**config.mk**
```make
export PLATFORM = sky130hd
export DESIGN_NAME = sensor_packet_ascii_record_formatter_top
export DESIGN_NICKNAME = d
export VERILOG_FILES = /design/src/rtl/core/spr_pkg.sv /design/src/rtl/core/spr_front.sv /design/src/rtl/core/spr_queue.sv /design/src/rtl/core/spr_back.sv /design/src/rtl/core/sensor_packet_ascii_record_formatter_top.sv
export VERILOG_INCLUDE_DIRS = /design/src /design/src/rtl/core
export SDC_FILE = /design/constraint.sdc
export NUM_CORES = 1
export LEC_CHECK = 0
export BUFFER_PORTS_ARGS = -buffer_cell sky130_fd_sc_hd__buf_2
export CAP_MARGIN = 40
export CELL_PAD_IN_SITES_DETAIL_PLACEMENT = 1
export CELL_PAD_IN_SITES_GLOBAL_PLACEMENT = 1
export CORE_UTILIZATION = 50
export CTS_BUF_LIST = sky130_fd_sc_hd__clkbuf_16
export DETAILED_ROUTE_END_ITERATION = 12
export PLACE_DENSITY_LB_ADDON = 0.1
export SYNTH_ARGS = -nofsm -noshare
export SYNTH_HDL_FRONTEND = slang
export SYNTH_SLANG_ARGS = --single-unit
```
**constraint.sdc**
```tcl
create_clock -name clk -period 5.7 [get_ports clk]
set_clock_uncertainty 0.05 [all_clocks]
set_input_delay 0.285 -clock clk [delete_from_list [all_inputs] [get_ports clk]]
set_output_delay 0.285 -clock clk [all_outputs]
set_load 0.02 [all_outputs]
```
**src/rtl/core/assert_macros.svh**
```systemverilog
// Assertion macros shared by the formatter RTL.
// No dependencies; compiled out when NO_ASSERTIONS is defined.
`ifndef ASSERT_MACROS_SVH
`define ASSERT_MACROS_SVH
`ifndef NO_ASSERTIONS
`define ASSERT_CLK(name, clk, rst, prop) \
  name: assert property (@(posedge clk) disable iff (rst) prop) \
    else $error("assertion failed");
`define ASSERT_NEVER(name, clk, rst, cond) \
  name: assert property (@(posedge clk) disable iff (rst) !(cond)) \
    else $error("forbidden condition seen");
`else
`define ASSERT_CLK(name, clk, rst, prop)
`define ASSERT_NEVER(name, clk, rst, cond)
`endif
`endif

```
**src/rtl/core/spr_pkg.sv**
```systemverilog
// Types and constants for the sensor packet ASCII record formatter.
// No dependencies; used by every module in rtl/core.
package spr_pkg;

  localparam int RecLen     = 27;
  localparam int ReadOffset = 1000;
  localparam int ReadMax    = 9999;
  localparam int ByteMax    = 99;
  localparam int NumLanes   = 5;   // three readings, two bytes
  localparam int BinWidth   = 14;  // holds up to 9999
  localparam int BcdWidth   = 16;  // four decimal digits
  localparam int QueueDepth = 2;

  localparam logic [7:0] ChZero    = 8'h30;
  localparam logic [7:0] ChComma   = 8'h2C;
  localparam logic [7:0] ChNewline = 8'h0A;
  localparam logic [7:0] ChTagA    = 8'h41;
  localparam logic [7:0] ChTagF    = 8'h46;
  localparam logic [7:0] ChTagK    = 8'h4B;

  typedef struct packed {
    logic [2:0] pipe_number;
    logic [7:0] payload_byte_0;
    logic [7:0] payload_byte_1;
    logic [7:0] payload_byte_2;
    logic [7:0] payload_byte_3;
    logic [7:0] payload_byte_4;
    logic [7:0] payload_byte_5;
    logic [7:0] payload_byte_6;
    logic [7:0] payload_byte_7;
  } in_t;

  typedef struct packed {
    logic [7:0] out_byte;
    logic       last_of_record;
  } out_t;

  // one converted record: BCD digits per lane plus first tag letter
  typedef struct packed {
    logic [NumLanes-1:0][BcdWidth-1:0] bcd;
    logic [7:0]                        tag_base;
  } rec_t;

  typedef struct packed {
    logic full;
    logic empty;
  } q_status_t;

endpackage

```
**src/rtl/core/spr_front.sv**
```systemverilog
// Front end: takes a packet, forms saturated values, converts them to BCD.
// Depends on spr_pkg.
module spr_front (
  input  logic              clk,
  input  logic              rst,
  input  logic              in_valid,
  output logic              in_stall,
  input  spr_pkg::in_t      in_data,
  output logic              push,
  output spr_pkg::rec_t     push_data,
  input  spr_pkg::q_status_t q_status
);

  localparam int NL   = spr_pkg::NumLanes;
  localparam int BW   = spr_pkg::BinWidth;
  localparam int DW   = spr_pkg::BcdWidth;
  localparam int CntW = $clog2(BW);

  localparam logic [1:0] S_IDLE = 2'd0;
  localparam logic [1:0] S_CONV = 2'd1;
  localparam logic [1:0] S_PUSH = 2'd2;

  logic [1:0]                state;
  logic [CntW-1:0]           cnt;
  logic [NL-1:0][BW-1:0]     bin;
  logic [NL-1:0][DW-1:0]     bcd;
  logic [NL-1:0][DW-1:0]     bcd_adj;
  logic [7:0]                tag_base;
  logic [NL-1:0][BW-1:0]     load_val;
  logic                      accept;

  function automatic logic [BW-1:0] sat_reading(input logic [7:0] lo, input logic [7:0] hi);
    logic [16:0] sum;
    sum = {1'b0, hi, lo} + 17'(spr_pkg::ReadOffset);
    if (sum > 17'(spr_pkg::ReadMax)) begin
      return BW'(spr_pkg::ReadMax);
    end
    return sum[BW-1:0];
  endfunction

  function automatic logic [BW-1:0] sat_byte(input logic [7:0] b);
    if (b > 8'(spr_pkg::ByteMax)) begin
      return BW'(spr_pkg::ByteMax);
    end
    return BW'(b);
  endfunction

  assign accept   = in_valid && (state == S_IDLE);
  assign in_stall = (state != S_IDLE);

  always_comb begin
    load_val[0] = sat_reading(in_data.payload_byte_4, in_data.payload_byte_5);
    load_val[1] = sat_reading(in_data.payload_byte_2, in_data.payload_byte_3);
    load_val[2] = sat_reading(in_data.payload_byte_0, in_data.payload_byte_1);
    load_val[3] = sat_byte(in_data.payload_byte_6);
    load_val[4] = sat_byte(in_data.payload_byte_7);
  end

  // double dabble: add 3 to any digit of 5 or more before each shift
  always_comb begin
    for (int l = 0; l < NL; l++) begin
      for (int d = 0; d < DW / 4; d++) begin
        bcd_adj[l][4*d +: 4] = (bcd[l][4*d +: 4] >= 4'd5) ?
                               bcd[l][4*d +: 4] + 4'd3 : bcd[l][4*d +: 4];
      end
    end
  end

  always_ff @(posedge clk) begin
    if (rst) begin
      state <= S_IDLE;
      cnt   <= '0;
    end else begin
      unique case (state)
        S_IDLE: begin
          if (accept) begin
            state <= S_CONV;
            cnt   <= '0;
          end
        end
        S_CONV: begin
          if (cnt == CntW'(BW - 1)) begin
            state <= S_PUSH;
          end
          cnt <= cnt + 1'b1;
        end
        S_PUSH: begin
          if (!q_status.full) begin
            state <= S_IDLE;
          end
        end
        default: state <= S_IDLE;
      endcase
    end
  end

  always_ff @(posedge clk) begin
    if (accept) begin
      bin <= load_val;
      bcd <= '0;
      unique case (in_data.pipe_number)
        3'd0:    tag_base <= spr_pkg::ChTagA;
        3'd1:    tag_base <= spr_pkg::ChTagF;
        default: tag_base <= spr_pkg::ChTagK;
      endcase
    end else if (state == S_CONV) begin
      for (int l = 0; l < NL; l++) begin
        bcd[l] <= {bcd_adj[l][DW-2:0], bin[l][BW-1]};
        bin[l] <= {bin[l][BW-2:0], 1'b0};
      end
    end
  end

  assign push               = (state == S_PUSH) && !q_status.full;
  assign push_data.bcd      = bcd;
  assign push_data.tag_base = tag_base;

endmodule

```
**src/rtl/core/spr_queue.sv**
```systemverilog
// Short FIFO of converted records between front and back.
// Depends on spr_pkg and assert_macros.svh.
`include "assert_macros.svh"
module spr_queue #(
  parameter int Depth = spr_pkg::QueueDepth
) (
  input  logic               clk,
  input  logic               rst,
  input  logic               push,
  input  spr_pkg::rec_t      push_data,
  input  logic               pop,
  output spr_pkg::rec_t      head,
  output spr_pkg::q_status_t status
);

  localparam int PtrW = (Depth > 1) ? $clog2(Depth) : 1;
  localparam int CntW = $clog2(Depth + 1);

  spr_pkg::rec_t  slots [Depth];
  logic [PtrW-1:0] wr_ptr;
  logic [PtrW-1:0] rd_ptr;
  logic [CntW-1:0] count;
  logic            do_push;
  logic            do_pop;

  assign status.full  = (count == CntW'(Depth));
  assign status.empty = (count == '0);
  assign do_push      = push && !status.full;
  assign do_pop       = pop && !status.empty;
  assign head         = slots[rd_ptr];

  always_ff @(posedge clk) begin
    if (rst) begin
      wr_ptr <= '0;
      rd_ptr <= '0;
      count  <= '0;
    end else begin
      if (do_push) begin
        wr_ptr <= (wr_ptr == PtrW'(Depth - 1)) ? '0 : wr_ptr + 1'b1;
      end
      if (do_pop) begin
        rd_ptr <= (rd_ptr == PtrW'(Depth - 1)) ? '0 : rd_ptr + 1'b1;
      end
      case ({do_push, do_pop})
        2'b10:   count <= count + 1'b1;
        2'b01:   count <= count - 1'b1;
        default: count <= count;
      endcase
    end
  end

  always_ff @(posedge clk) begin
    if (do_push) begin
      slots[wr_ptr] <= push_data;
    end
  end

  `ASSERT_NEVER(a_push_full, clk, rst, push && status.full)
  `ASSERT_NEVER(a_pop_empty, clk, rst, pop && status.empty)
  `ASSERT_CLK(a_count_range, clk, rst, count <= CntW'(Depth))

endmodule

```
**src/rtl/core/spr_back.sv**
```systemverilog
// Back end: walks the head record, emitting one ASCII byte per cycle while a record is queued and not stalled.
// Depends on spr_pkg and assert_macros.svh.
`include "assert_macros.svh"
module spr_back (
  input  logic               clk,
  input  logic               rst,
  input  spr_pkg::rec_t      head,
  input  spr_pkg::q_status_t q_status,
  output logic               pop,
  output logic               out_valid,
  input  logic               out_stall,
  output spr_pkg::out_t      out_data
);

  localparam int PosW = $clog2(spr_pkg::RecLen);

  logic [PosW-1:0] pos;
  logic            load;
  logic            at_end;
  logic [7:0]      ch;

  function automatic logic [7:0] rec_char(input spr_pkg::rec_t r, input logic [PosW-1:0] p);
    logic [2:0] lane;
    logic [2:0] slot;
    logic [1:0] di;
    logic       small_val;
    lane      = '0;
    slot      = '0;
    small_val = 1'b0;
    if (p < PosW'(6)) begin
      lane = 3'd0; slot = 3'(p);
    end else if (p < PosW'(12)) begin
      lane = 3'd1; slot = 3'(p - PosW'(6));
    end else if (p < PosW'(18)) begin
      lane = 3'd2; slot = 3'(p - PosW'(12));
    end else if (p < PosW'(22)) begin
      lane = 3'd3; slot = 3'(p - PosW'(18)); small_val = 1'b1;
    end else begin
      lane = 3'd4; slot = 3'(p - PosW'(22)); small_val = 1'b1;
    end
    if (p == PosW'(spr_pkg::RecLen - 1)) begin
      return spr_pkg::ChNewline;
    end
    // readings: 4 digits, tag, comma; bytes: 2 digits, tag, comma
    if (small_val) begin
      if (slot == 3'd2) return r.tag_base + 8'(lane);
      if (slot == 3'd3) return spr_pkg::ChComma;
      di = (slot == 3'd0) ? 2'd1 : 2'd0;
    end else begin
      if (slot == 3'd4) return r.tag_base + 8'(lane);
      if (slot == 3'd5) return spr_pkg::ChComma;
      di = 2'd3 - slot[1:0];
    end
    return spr_pkg::ChZero + 8'(r.bcd[lane][4*di +: 4]);
  endfunction

  assign ch     = rec_char(head, pos);
  assign at_end = (pos == PosW'(spr_pkg::RecLen - 1));
  assign load   = !q_status.empty && (!out_valid || !out_stall);
  assign pop    = load && at_end;

  always_ff @(posedge clk) begin
    if (rst) begin
      pos       <= '0;
      out_valid <= 1'b0;
    end else begin
      if (load) begin
        pos       <= at_end ? '0 : pos + 1'b1;
        out_valid <= 1'b1;
      end else if (!out_stall) begin
        out_valid <= 1'b0;
      end
    end
  end

  always_ff @(posedge clk) begin
    if (load) begin
      out_data.out_byte       <= ch;
      out_data.last_of_record <= at_end;
    end
  end

  `ASSERT_CLK(a_last_is_newline, clk, rst,
              out_valid && out_data.last_of_record |-> out_data.out_byte == spr_pkg::ChNewline)
  `ASSERT_CLK(a_pos_range, clk, rst, pos <= PosW'(spr_pkg::RecLen - 1))
  `ASSERT_CLK(a_pop_wraps, clk, rst, pop |=> pos == '0)

endmodule

```
**src/rtl/core/sensor_packet_ascii_record_formatter_top.sv**
```systemverilog
// The back end emits one output byte per cycle while the record queue holds a record
// and out_stall is low; the front end's 14-step BCD conversion overlaps the previous
// record's output. Input stalls after each packet until its record is converted and
// pushed into the queue, which waits while the record queue is full.
// Reset (rst, synchronous) empties the queue and clears front and back control state.
module sensor_packet_ascii_record_formatter_top #(
  parameter int QueueDepth = spr_pkg::QueueDepth
) (
  input  logic          clk,
  input  logic          rst,
  input  logic          in_valid,
  output logic          in_stall,
  input  spr_pkg::in_t  in_data,
  output logic          out_valid,
  input  logic          out_stall,
  output spr_pkg::out_t out_data
);

  logic               push;
  logic               pop;
  spr_pkg::rec_t      push_data;
  spr_pkg::rec_t      head;
  spr_pkg::q_status_t q_status;

  spr_front u_front (
    .clk       (clk),
    .rst       (rst),
    .in_valid  (in_valid),
    .in_stall  (in_stall),
    .in_data   (in_data),
    .push      (push),
    .push_data (push_data),
    .q_status  (q_status)
  );

  spr_queue #(
    .Depth (QueueDepth)
  ) u_queue (
    .clk       (clk),
    .rst       (rst),
    .push      (push),
    .push_data (push_data),
    .pop       (pop),
    .head      (head),
    .status    (q_status)
  );

  spr_back u_back (
    .clk       (clk),
    .rst       (rst),
    .head      (head),
    .q_status  (q_status),
    .pop       (pop),
    .out_valid (out_valid),
    .out_stall (out_stall),
    .out_data  (out_data)
  );

endmodule
```
==> results.rst, run 1 <==
.. list-table::
   :header-rows: 1

   * - Metric
     - Value
   * - Status
     - finished, final reports clean
   * - Mux cell area share after synthesis
     - 5.71%
   * - Count of mapped cells out of synthesis
     - 1368
   * - Primary flip-flop cell chosen by synthesis mapping
     - edfxtp_1
   * - Antenna violations before repair
     - 0
   * - Actual slew at the worst max-slew pin
     - 0.896 ns
   * - First-pass DRT Iterations
     - 5
   * - Arrival time at the worst endpoint
     - 4.22 ns
   * - Maximum single-stage delay on the critical path
     - 0.76 ns
   * - Dominant combinational cell family by area after synthesis
     - compound AO/OA/AOI/OAI gates
   * - RSZ-0062 raised after global routing
     - false
   * - Highest Clock Rate
     - 0.250 GHz
   * - Root Buffer
     - clkbuf_16
   * - Startpoint-to-endpoint class of the critical path
     - reg2reg
   * - Fin util
     - 58.1%
   * - Worst Path Max Fanout
     - 15
   * - Post-Syn Area per Cell
     - 11.4 um^2
   * - Global router's overall resource usage
     - 24.0%
   * - Number of global-route vias before repair
     - 11144
   * - Crit path cell chain
     - ha_1, nor2_1, o32ai_4, buf_4, mux2i_1, o22ai_1, a2111oi_0, a211oi_1, and3_1
   * - Fraction of the mapped netlist area in compound gates
     - 12.4%
   * - Final critical-path setup slack
     - 1.70 ns
   * - Antenna Diode Count
     - 0
   * - Via count
     - 10876
   * - Area growth from synthesis to final layout
     - 13.9%
   * - Post-Syn Area
     - 15700 um^2
   * - Post-DRT Antenna Nets
     - 0
   * - Global placer's final weighted congestion
     - 0.874
   * - Pin count of the biggest net entering global routing
     - 78
   * - Kind of start point of the critical path
     - flip-flop
   * - Clock input transition at the sequential cells of the worst setup and hold paths
     - 0.06 ns
   * - Final nets
     - 1567
   * - Fraction of the mapped netlist area in simple logic gates
     - 11.8%
   * - Post-synth net total
     - 1494
   * - Pwr Density
     - 320 nW/um^2
   * - DR iter-0 viols
     - 604
   * - Vertical extent of the die
     - 179 um
   * - Wire length of the first global-routing pass
     - 59.9 mm
   * - Final TNS setup
     - 0 ns
   * - Layout cells sized above 1
     - 13.1%
   * - Number of gates given a new drive strength after cts
     - 0
   * - Data required, critical path
     - 5.92 ns
   * - Number of max-slew violations in the final report
     - 0
   * - IO Port Bufs
     - 80
   * - Grt total ovfl
     - 0
   * - Max capacitance violation total
     - 0
   * - Effective utilization at floorplan
     - 51.0%
   * - Final number of setup-violating endpoints
     - 0
   * - Post-synthesis cell type with the largest combined area
     - edfxtp_1
   * - Total number of H-tree levels
     - 2
   * - Total CTS buffers
     - 38
   * - Async S/R FF share, synth
     - 0%
   * - FP Rows
     - 64
   * - Worst hold margin
     - 0.0177 ns
   * - Vias per cell
     - 5.83
   * - Wire length after detailed routing
     - 37.9 mm
   * - Number of enable-type register cells in the synthesized netlist
     - 242
   * - Die Outline Area
     - 32000 um^2
   * - Distinct cell type count of the synthesized netlist
     - 76
   * - Worst vdd rail ir drop
     - 0.212 mV
   * - Count of unresolved DRC violations after routing
     - 0
   * - Most common cell after layout, fill and taps aside
     - edfxtp_1
   * - Longest Clk Path Bufs
     - 3
   * - Most used cells in the layout excluding fill and tap cells
     - edfxtp_1, nor2_1, dfxtp_1
   * - Final routed wire length divided by cell count
     - 20.3 um
   * - CTS tree
     - built
   * - Yosys warning total
     - 0
   * - Std-Cell Core Area
     - 30700 um^2
   * - Slowest library cell on the worst path
     - o32ai_4
   * - CP Capture Type
     - flip-flop
   * - Worst slack after detailed placement
     - 1.79 ns
   * - Total power of the final layout
     - 0.00571 W
   * - Share of the synthesized area in the top cell type
     - 46.4%
   * - Sequential-to-total area share from yosys stat
     - 58.3%
   * - Layout filler cell count
     - 3204
   * - CTS sink cnt
     - 335
   * - Final min period
     - 4.00 ns
   * - Static Leak
     - 6.29 nW
   * - Hold WC Path Type
     - in2reg
   * - #FFs+latches synth
     - 335
   * - Final worst path period share
     - 70.2%
   * - Io pins
     - 82
   * - Share of the synthesized netlist area taken by xor and xnor gates
     - 3.70%
   * - Hpwl dp
     - 25.2 mm
   * - Count of final hold-check violations
     - 0
   * - Fraction of the mapped netlist area in adder cells
     - 4.44%
   * - Relative max-transition margin
     - 40.3%
   * - Die Span X
     - 179 um
   * - Skew-Pair Late Insertion Delay
     - 0.52 ns
   * - Top post-synthesis cells by area
     - edfxtp_1, dfxtp_1, ha_1, mux2i_1, nor2_1
## routing by layer
layer	up-vias	part of all wire, %	global-route usage (%)
li1	5184	-	-
met1	5397	44	30.4
met2	225	50	42.3
met3	70	3.6	3.05
met4	0	2.8	7.91
met5	-	0	0
## kinds of logic (layout without fill, tap and decap cells)
family / count (synthesis) / in the layout
adders and majority gates: 55 / 55
other: 1 / 1
AOI/OAI and AO/OA: 311 / 311
and+or+nand+nor: 393 / 393
DFF: 335 / 335
xor gates and xnor gates: 64 / 64
muxes: 70 / 70
buffers and inverters: 139 / 242
## critical path: cells and delay by family (launching register included)
family          cells  cell delay [ns]
buf+inv             1             0.39
simple gates        2             0.36
fa+ha+maj           1             0.45
mux                 1             0.23
flops               1             0.53
compound gates      4             1.73
## Yosys cell counts (23+ instances only)
| cell | count |
|---|---|
| a21oi_1 | 87 |
| ha_1 | 54 |
| dfxtp_1 | 93 |
| nand2_1 | 78 |
| nand3_1 | 70 |
| clkbuf_1 | 46 |
| inv_1 | 68 |
| edfxtp_1 | 242 |
| nor3_1 | 23 |
| mux2i_1 | 50 |
| xnor2_1 | 40 |
| nand2b_1 | 27 |
| xor2_1 | 23 |
| nor2_1 | 133 |
| o21ai_0 | 91 |
## power breakdown
group / switching, W / internal [W] / total [W]
Combinational: 0.000243 / 0.000150 / 0.000393
Clock: 0.000986 / 0.00153 / 0.00251
Sequential: 0.0000774 / 0.00272 / 0.00280
## metrics by stage
step | cells | area (um^2)
after floorplan | 1368 | 15700
after global routing | 1867 | 17800
after detailed placement | 1790 | 16500
after CTS | 1867 | 17800
after global placement | 1786 | 16400
final | 1867 | 17800
## cell type report
type | count | area [um^2] | area share (%)
Multi-Input combinational cell | 894 | 6020 | 33.7
Tap cell | 396 | 495 | 2.78
Clock buffer | 41 | 1030 | 5.75
Timing Repair Buffer | 102 | 636 | 3.56
Sequential cell | 335 | 9130 | 51.2
Clock inverter | 29 | 264 | 1.48
Inverter | 70 | 264 | 1.48
## registers in the layout (all words and copies together), names as in the netlist, named ones only
| name | cells |
|---|---|
| u_queue.count | 2 |
| u_front.cnt | 4 |
| u_queue.wr_ptr | 1 |
| u_back.out_valid | 1 |
| u_front.state | 2 |
| u_front.push_data | 76 |
| u_front.tag_base | 4 |
| u_back.out_data | 8 |
| u_queue.slots | 160 |
| u_front.bin | 70 |
| u_queue.rd_ptr | 1 |
| u_back.pos | 5 |
## worst paths after layout
path                                    from  slack [ns]                                 to  cells after the start
setup / recovery  u_back.pos[1]$_SDFFE_PP0P_        1.70   u_back.out_data[3]$_SDFFCE_PP0P_                      9
hold / removal                   in_data[64]        0.02      u_front.tag_base[0]$_DFFE_PP_                      2
setup reg to reg  u_back.pos[1]$_SDFFE_PP0P_        1.70   u_back.out_data[3]$_SDFFCE_PP0P_                      9
hold reg to reg    u_front.bin[13]$_DFFE_PP_        0.39  u_front.push_data[8]$_SDFFE_PP0P_                      2
## timing repair
item / 4_1_cts / 5_1_grt
setup buffers: 0 / 0
hold endpoints to repair: 6 / 0
hold buffers: 7 / 0
Note: power is estimated with default switching activity, not from simulation.
==> run 2, diff against run 1 <==
Settings changed: CORE_UTILIZATION 50 to 45.
Clock period 5.7 ns to 3.5 ns, I/O delays scaled along.
==> run 2 against run 1 <==
Global-route usage fell by 3.1 points. Flip-flop and latch count unchanged. First-iteration DRC count up 12%. Sequential power increased by 63%. Wire length decreased by 2.7%. Non-clock buffer count increased by 38. Register-to-register slack worse by 1.5 ns. Sequential share of layout area is 1.0 points lower. Hold slack better by 0.0077 ns. Largest power group unchanged.
==> results.rst, run 2 (synthesis gave the netlist of run 1 again) <==
.. list-table::
   :header-rows: 1

   * - Metric
     - Value
   * - Area growth from synthesis to final layout
     - 16.2% (was 13.9%)
   * - Layout cells sized above 1
     - 13.2% (was 13.1%)
   * - RSZ-0062 raised after global routing
     - false (unchanged)
   * - Data required, critical path
     - 3.72 ns (was 5.92 ns)
   * - Antenna violations before repair
     - 0 (unchanged)
   * - Internal power
     - 0.00697 W (was 0.00440 W)
   * - Top cell by count, worst path
     - buf_4
   * - Pin count of the biggest net entering global routing
     - 75 (was 78)
   * - Worst vdd rail ir drop
     - 0.335 mV (was 0.212 mV)
   * - Status
     - finished, final reports clean (unchanged)
   * - Global placer's final weighted congestion
     - 0.870 (was 0.874)
   * - Routed length on met1
     - 17.2 mm (was 16.6 mm)
   * - Antenna Diode Count
     - 0 (unchanged)
   * - Final number of setup-violating endpoints
     - 0 (unchanged)
   * - Worst slack after detailed placement
     - 0.214 ns (was 1.79 ns)
   * - Most common cell after layout, fill and taps aside
     - edfxtp_1 (unchanged)
   * - Via count
     - 10823 (was 10876)
   * - Final TNS setup
     - 0 ns (unchanged)
   * - CTS sink cnt
     - 335 (unchanged)
   * - Grt total ovfl
     - 0 (unchanged)
   * - Psw
     - 0.00211 W (was 0.00131 W)
   * - Register with the most flip-flops
     - u_queue.slots (unchanged)
   * - Worst Path Max Fanout
     - 10 (was 15)
   * - Die Outline Area
     - 35500 um^2 (was 32000 um^2)
   * - FP Rows
     - 67 (was 64)
   * - Max capacitance violation total
     - 0 (unchanged)
   * - Post-DRT Antenna Nets
     - 0 (unchanged)
   * - Relative max-transition margin
     - 46.3% (was 40.3%)
   * - Slowest library cell on the worst path
     - o21ai_0 (was o32ai_4)
   * - Root Buffer
     - clkbuf_16 (unchanged)
   * - Clock Power Share
     - 42.4% (was 44.0%)
   * - DR iter-0 viols
     - 679 (was 604)
   * - Clock input transition at the sequential cells of the worst setup and hold paths
     - 0.06 ns (about the same)
   * - Longest Clk Path Bufs
     - 3 (unchanged)
   * - Logic gate share of total power
     - 7.3% (was 6.9%)
   * - Fin util
     - 53.7% (was 58.1%)
   * - Fin cells
     - 1957 (was 1867)
   * - IO Port Bufs
     - 80 (unchanged)
   * - Final routed wire length divided by cell count
     - 18.8 um (was 20.3 um)
   * - Switching share of power
     - 23.2% (was 22.9%)
   * - Number of global-route vias before repair
     - 11023 (was 11144)
   * - CTS tree
     - built (unchanged)
   * - Die Span X
     - 189 um (was 179 um)
   * - Io pins
     - 82 (unchanged)
   * - Vertical extent of the die
     - 189 um (was 179 um)
   * - Count of unresolved DRC violations after routing
     - 0 (unchanged)
   * - CP Capture Type
     - flip-flop (unchanged)
   * - Final critical-path setup slack
     - 0.232 ns (was 1.70 ns)
   * - Final worst path period share
     - 93.4% (was 70.2%)
   * - Maximum single-stage delay on the critical path
     - 0.57 ns (was 0.76 ns)
   * - Std-Cell Core Area
     - 33900 um^2 (was 30700 um^2)
   * - Total number of H-tree levels
     - 2 (unchanged)
   * - Total CTS buffers
     - 38 (unchanged)
   * - Kind of start point of the critical path
     - flip-flop (unchanged)
   * - Reg2reg setup slack
     - 0.23 ns (was 1.70 ns)
   * - Final nets
     - 1605 (was 1567)
   * - Number of flip-flops under the largest register name
     - 160 (unchanged)
   * - Count of final hold-check violations
     - 0 (unchanged)
   * - DR WL met2
     - 17.7 mm (was 18.9 mm)
   * - Total placed cells including tap cells
     - 1851 (was 1790)
   * - Number of max-slew violations in the final report
     - 0 (unchanged)
   * - Effective utilization at floorplan
     - 46.2% (was 51.0%)
   * - Vias per cell
     - 5.53 (was 5.83)
   * - Startpoint-to-endpoint class of the critical path
     - reg2reg (unchanged)
   * - Hpwl dp
     - 25.3 mm (was 25.2 mm)
   * - Sequential cell fraction of total power
     - 50.3% (was 49.1%)
   * - Highest Clock Rate
     - 0.306 GHz (was 0.250 GHz)
   * - Skew-Pair Late Insertion Delay
     - 0.52 ns (about the same)
   * - Crit path cell chain
     - ha_1, nor2b_1, buf_4, o21ai_0, buf_4, o22ai_1, a2111oi_0, a211oi_1, and3_1 (was ha_1, nor2_1, o32ai_4, buf_4, mux2i_1, o22ai_1, a2111oi_0, a211oi_1, and3_1)
   * - Global router's overall resource usage
     - 21.0% (was 24.0%)
   * - Routed met3 length
     - 1.10 mm (was 1.35 mm)
   * - Final min period
     - 3.27 ns (was 4.00 ns)
   * - Arrival time at the worst endpoint
     - 3.49 ns (was 4.22 ns)
   * - Uppermost signal routing layer after detailed routing
     - met4 (unchanged)
   * - Wire length after detailed routing
     - 36.9 mm (was 37.9 mm)
   * - Pwr Density
     - 499 nW/um^2 (was 320 nW/um^2)
   * - First-pass DRT Iterations
     - 5 (unchanged)
   * - Hold WC Path Type
     - in2reg (unchanged)
   * - Static Leak
     - 6.44 nW (was 6.29 nW)
   * - Most used cells in the layout excluding fill and tap cells
     - edfxtp_1, nor2_1, dfxtp_1 (unchanged)
   * - Wire length of the first global-routing pass
     - 59.1 mm (was 59.9 mm)
   * - Actual slew at the worst max-slew pin
     - 0.805 ns (was 0.896 ns)
run 2: changes by cell type in the layout (fill, tap and decap cells not counted), sizes merged:
cell and delta:
buf +10, clkinv -1, bufinv -3, dlygate4sd3 +28, inv +4
run 2: repair_timing:
| action | CTS | global route |
|---|---|---|
| endpoints found under the hold margin | 35 | 0 |
| setup buffers | 0 | 0 |
| gates resized for setup | 0 | 0 |
| hold buffers | 35 | 0 |
run 2: worst paths after layout:
kind                                 startpoint                                  to  cells after the start
setup / recovery     u_back.pos[1]$_SDFFE_PP0P_    u_back.out_data[3]$_SDFFCE_PP0P_                      9
hold / removal                      in_data[27]            u_front.bin[3]$_DFFE_PP_                      2
setup reg to reg     u_back.pos[1]$_SDFFE_PP0P_    u_back.out_data[3]$_SDFFCE_PP0P_                      9
hold reg to reg   u_front.bin[69]$_SDFFCE_PP0P_  u_front.push_data[72]$_SDFFE_PP0P_                      2
run 2: power groups by stage:
stage / logic (W) / registers, W / clock network, W
after floorplan: 0.000450 / 0.00460 / 0
after global placement: 0.000618 / 0.00464 / 0
after detailed placement: 0.000639 / 0.00465 / 0
after CTS: 0.000674 / 0.00457 / 0.00394
after global routing: 0.000752 / 0.00459 / 0.00408
final: 0.000661 / 0.00457 / 0.00385
run 2: area by class of cell:
cell class | instances | area (um^2)
multi-input combinational | 894 | 6020
clock buffer | 41 | 1030
fill | 3580 | 15700
timing repair buffer | 140 | 1000
tap | 448 | 561
clock inverter | 29 | 188
inverter | 70 | 264
sequential | 335 | 9130
run 2: routing by layer:
| metal | GRT usage (%) | vias up |
|---|---|---|
| met5 | 0 | - |
| met3 | 2.91 | 50 |
| met4 | 6.20 | 0 |
| li1 | - | 5253 |
| met1 | 28.4 | 5352 |
| met2 | 34.9 | 168 |
run 2: critical path, delay by kind of cell (launching register included):
family | cells | cell delay, ns
compound gates | 4 | 1.34
fa+ha+maj | 1 | 0.38
buf+inv | 2 | 0.44
flops | 1 | 0.41
simple gates | 2 | 0.40
run 2: per-stage QoR:
stage	power (W)	hold WS [ns]	cell area, um^2
after floorplan	0.00505	0.263	15700
after global placement	0.00526	0.374	16600
after detailed placement	0.00529	0.385	16600
after CTS	0.00918	0.000265	18200
after global routing	0.00942	0.0284	18200
final	0.00908	0.0254	18200
==> run 3, diff against run 2 <==
Settings changed: ABC_AREA set to 1, CORE_UTILIZATION 45 to 43, GPL_TIMING_DRIVEN set to 1.
==> run 3 against run 2 <==
Hold slack worse by 0.0095 ns. First-iteration DRC count is 16% lower. Via count is 18% higher. Wire length is 16% higher. Sequential share of layout area is 0.91 points lower. Final area is 5.4% higher. Non-clock buffer count is 5 lower. Largest cell class unchanged. Largest power group unchanged. Highest routed layer unchanged.
==> results.rst, run 3 <==
.. list-table::
   :header-rows: 1

   * - Metric
     - Value
   * - Grt total ovfl
     - 0 (unchanged)
   * - Area growth from synthesis to final layout
     - 15.8% (was 16.2%)
   * - Wire length after detailed routing
     - 42.6 mm (was 36.9 mm)
   * - #FFs+latches synth
     - 347 (was 335)
   * - Count of final hold-check violations
     - 0 (unchanged)
   * - Min-Delay Startpoint
     - in_data[26] (was in_data[27])
   * - Global placer's final weighted congestion
     - 0.880 (was 0.870)
   * - Number of global-route vias before repair
     - 13061 (was 11023)
   * - Psw
     - 0.00239 W (was 0.00211 W)
   * - Sequential cell fraction of total power
     - 49.0% (was 50.3%)
   * - Top post-synthesis cells by area
     - edfxtp_1, dfxtp_1, nand2_1, nand3_1, o21ai_0 (was edfxtp_1, dfxtp_1, ha_1, mux2i_1, nor2_1)
   * - Number of gates given a new drive strength after cts
     - 0 (unchanged)
   * - Worst Path Max Fanout
     - 14 (was 10)
   * - RR Startpoint
     - u_back.pos[1]$_SDFFE_PP0P_ (unchanged)
   * - Final nets
     - 2049 (was 1605)
   * - Async S/R FF share, synth
     - 0% (unchanged)
   * - Antenna violations before repair
     - 0 (unchanged)
   * - Layout filler cell count
     - 4347 (was 3580)
   * - Actual slew at the worst max-slew pin
     - 0.824 ns (was 0.805 ns)
   * - Maximum single-stage delay on the critical path
     - 0.42 ns (was 0.57 ns)
   * - Skew-Pair Late Insertion Delay
     - 0.53 ns (was 0.52 ns)
   * - Relative max-transition margin
     - 44.7% (was 46.3%)
   * - Global router's overall resource usage
     - 22.0% (was 21.0%)
   * - Wire length of the first global-routing pass
     - 68.0 mm (was 59.1 mm)
   * - Final critical-path setup slack
     - 0.828 ns (was 0.232 ns)
   * - Yosys warning total
     - 0 (unchanged)
   * - Clock input transition at the sequential cells of the worst setup and hold paths
     - 0.06 ns (about the same)
   * - Highest Clock Rate
     - 0.374 GHz (was 0.306 GHz)
   * - Family with the most delay on the worst path
     - adder cells (was compound AO/OA/AOI/OAI gates)
   * - IO Port Bufs
     - 80 (unchanged)
   * - Antenna Diode Count
     - 0 (unchanged)
   * - Root Buffer
     - clkbuf_16 (unchanged)
   * - Reg2reg setup slack
     - 0.83 ns (was 0.23 ns)
   * - Post-DRT Antenna Nets
     - 0 (unchanged)
   * - Clock Power Share
     - 41.2% (was 42.4%)
   * - Worst slack after detailed placement
     - 0.877 ns (was 0.214 ns)
   * - Internal power
     - 0.00743 W (was 0.00697 W)
   * - Most common cell after layout, fill and taps aside
     - nand2_1 (was edfxtp_1)
   * - Status
     - finished, final reports clean (unchanged)
   * - Total power of the final layout
     - 0.00982 W (was 0.00908 W)
   * - Crit path cell chain
     - inv_1, ha_1, nor2_2, nand2_2, nand2_1, buf_4, ha_1, inv_1, fa_1, xnor2_1, o21ai_0, nor2_1 (was ha_1, nor2b_1, buf_4, o21ai_0, buf_4, o22ai_1, a2111oi_0, a211oi_1, and3_1)
   * - Post-Syn Area per Cell
     - 9.18 um^2 (was 11.4 um^2)
   * - DR iter-0 viols
     - 571 (was 679)
   * - Cell with the most instances after synthesis
     - nand2_1 (was edfxtp_1)
   * - Data required, critical path
     - 3.72 ns (about the same)
   * - Post-synthesis cell type with the largest combined area
     - edfxtp_1 (unchanged)
   * - Die Span X
     - 198 um (was 189 um)
   * - Multi-input logic area
     - 6050 um^2 (was 6020 um^2)
   * - Number of enable-type register cells in the synthesized netlist
     - 250 (was 242)
   * - Count of unresolved DRC violations after routing
     - 0 (unchanged)
   * - Number of flip-flops under the largest register name
     - 168 (was 160)
   * - Vertical extent of the die
     - 198 um (was 189 um)
   * - Final worst path period share
     - 76.3% (was 93.4%)
   * - Slowest library cell on the worst path
     - dfxtp_1 (was o21ai_0)
   * - Register cell area after layout
     - 9450 um^2 (was 9130 um^2)
   * - Commonest cells in the netlist
     - nand2_1, edfxtp_1, inv_1, nand3_1, o21ai_0 (was edfxtp_1, nor2_1, dfxtp_1, o21ai_0, a21oi_1)
   * - Pwr Density
     - 512 nW/um^2 (was 499 nW/um^2)
   * - Layout cells sized above 1
     - 11.3% (was 13.2%)
   * - Final TNS setup
     - 0 ns (unchanged)
   * - Final routed wire length divided by cell count
     - 17.3 um (was 18.8 um)
   * - Hold WC Path Type
     - in2reg (unchanged)
   * - Distinct cell type count of the synthesized netlist
     - 44 (was 76)
   * - Longest Clk Path Bufs
     - 3 (unchanged)
   * - Std-Cell Core Area
     - 37800 um^2 (was 33900 um^2)
   * - Startpoint-to-endpoint class of the critical path
     - reg2reg (unchanged)
   * - Post-synth net total
     - 1931 (was 1494)
   * - Post-Syn Area
     - 16600 um^2 (was 15700 um^2)
   * - Worst vdd rail ir drop
     - 0.332 mV (was 0.335 mV)
   * - Primary flip-flop cell chosen by synthesis mapping
     - edfxtp_1 (unchanged)
   * - Total CTS buffers
     - 40 (was 38)
   * - Worst hold margin
     - 0.0159 ns (was 0.0254 ns)
   * - CTS sink cnt
     - 347 (was 335)
   * - Hpwl dp
     - 28.8 mm (was 25.3 mm)
   * - Logic gate share of total power
     - 9.7% (was 7.3%)
   * - Share of the synthesized area in the top cell type
     - 45.3% (was 46.4%)
   * - FP Rows
     - 71 (was 67)
   * - CP Capture Type
     - flip-flop (unchanged)
   * - Final min period
     - 2.67 ns (was 3.27 ns)
   * - Total placed cells including tap cells
     - 2362 (was 1851)
   * - Pin count of the biggest net entering global routing
     - 67 (was 75)
   * - Switching share of power
     - 24.4% (was 23.2%)
   * - Sequential-to-total area share from yosys stat
     - 57.1% (was 58.3%)
   * - Critical Path Source
     - u_back.pos[1]$_SDFFE_PP0P_ (unchanged)
   * - Number of max-slew violations in the final report
     - 0 (unchanged)
   * - Die Outline Area
     - 39300 um^2 (was 35500 um^2)
   * - Max capacitance violation total
     - 0 (unchanged)
   * - Vias per cell
     - 5.18 (was 5.53)
   * - Final number of setup-violating endpoints
     - 0 (unchanged)
   * - Fin cells
     - 2462 (was 1957)
   * - Most used cells in the layout excluding fill and tap cells
     - nand2_1, edfxtp_1, inv_1 (was edfxtp_1, nor2_1, dfxtp_1)
   * - CTS tree
     - built (unchanged)
   * - First-pass DRT Iterations
     - 5 (unchanged)
   * - Io pins
     - 82 (unchanged)
   * - Total number of H-tree levels
     - 2 (unchanged)
   * - Count of mapped cells out of synthesis
     - 1803 (was 1368)
   * - Via count
     - 12750 (was 10823)
   * - RSZ-0062 raised after global routing
     - false (unchanged)
   * - Critical path buffers and inverters
     - 3 (was 2)
   * - Effective utilization at floorplan
     - 43.9% (was 46.2%)
   * - Arrival time at the worst endpoint
     - 2.89 ns (was 3.49 ns)
   * - Register with the most flip-flops
     - u_queue.slots (unchanged)
   * - Kind of start point of the critical path
     - flip-flop (unchanged)
   * - Static Leak
     - 7.91 nW (was 6.44 nW)
-- run 3: final timing paths --
path	to	depth (start not counted)
min	u_front.bin[2]$_DFFE_PP_	5
max reg2reg	u_back.out_data[3]$_SDFFCE_PP0P_	12
max	u_back.out_data[3]$_SDFFCE_PP0P_	12
min reg2reg	u_queue.slots[1][0]$_DFFE_PP_	0
-- run 3: timing repair --
action                                 4_1_cts  5_1_grt
setup buffers                                0        0
hold buffers                                28        0
endpoints found under the hold margin       30        0
-- run 3: logic make-up after synthesis --
logic type                 share of synthesized area, %
AOI/OAI and AO/OA                                  10.3
xor gates and xnor gates                           1.43
adders and majority gates                          4.35
buffers and inverters                              6.54
DFF                                                57.1
muxes                                             0.181
other                                            0.0227
and+or+nand+nor                                    20.1
-- run 3: stage by stage --
step / instance area (um^2) / util (%)
2_1_floorplan: 16600 / -
4_1_cts: 19200 / 50.8
3_5_place_dp: 17600 / 46.7
5_1_grt: 19200 / 50.8
6_report: 19200 / 50.8
3_3_place_gp: 17600 / 46.6
-- run 3: area by class of cell --
| class | instances | share of cell area (%) |
|---|---|---|
| Sequential cell | 347 | 49.3 |
| Multi-Input combinational cell | 1179 | 31.6 |
| Clock buffer | 41 | 5.35 |
| Timing Repair Buffer | 135 | 4.91 |
| Inverter | 218 | 4.28 |
| Tap cell | 511 | 3.34 |
| Clock inverter | 31 | 1.26 |
-- run 3: power groups by stage --
| stage | combinational [W] | clock, W | sequential [W] |
|---|---|---|---|
| floorplan | 0.000610 | 0 | 0.00487 |
| global placement | 0.000898 | 0 | 0.00489 |
| detailed placement | 0.000938 | 0 | 0.00490 |
| CTS | 0.000972 | 0.00413 | 0.00482 |
| global route | 0.00109 | 0.00427 | 0.00484 |
| finish | 0.000954 | 0.00405 | 0.00482 |
-- run 3: routing by layer --
metal,vias to the layer above,global-route usage (%),part of all wire (%)
met5,-,0,0
met4,0,4.97,1.7
met3,50,2.90,3.3
met2,175,38.9,50
met1,6218,28.4,45
li1,6307,-,-
-- run 3: tightest hold or removal path: cells and delay by family --
family        cells  cell delay, ns
simple gates      3            0.19
buf+inv           2            0.13
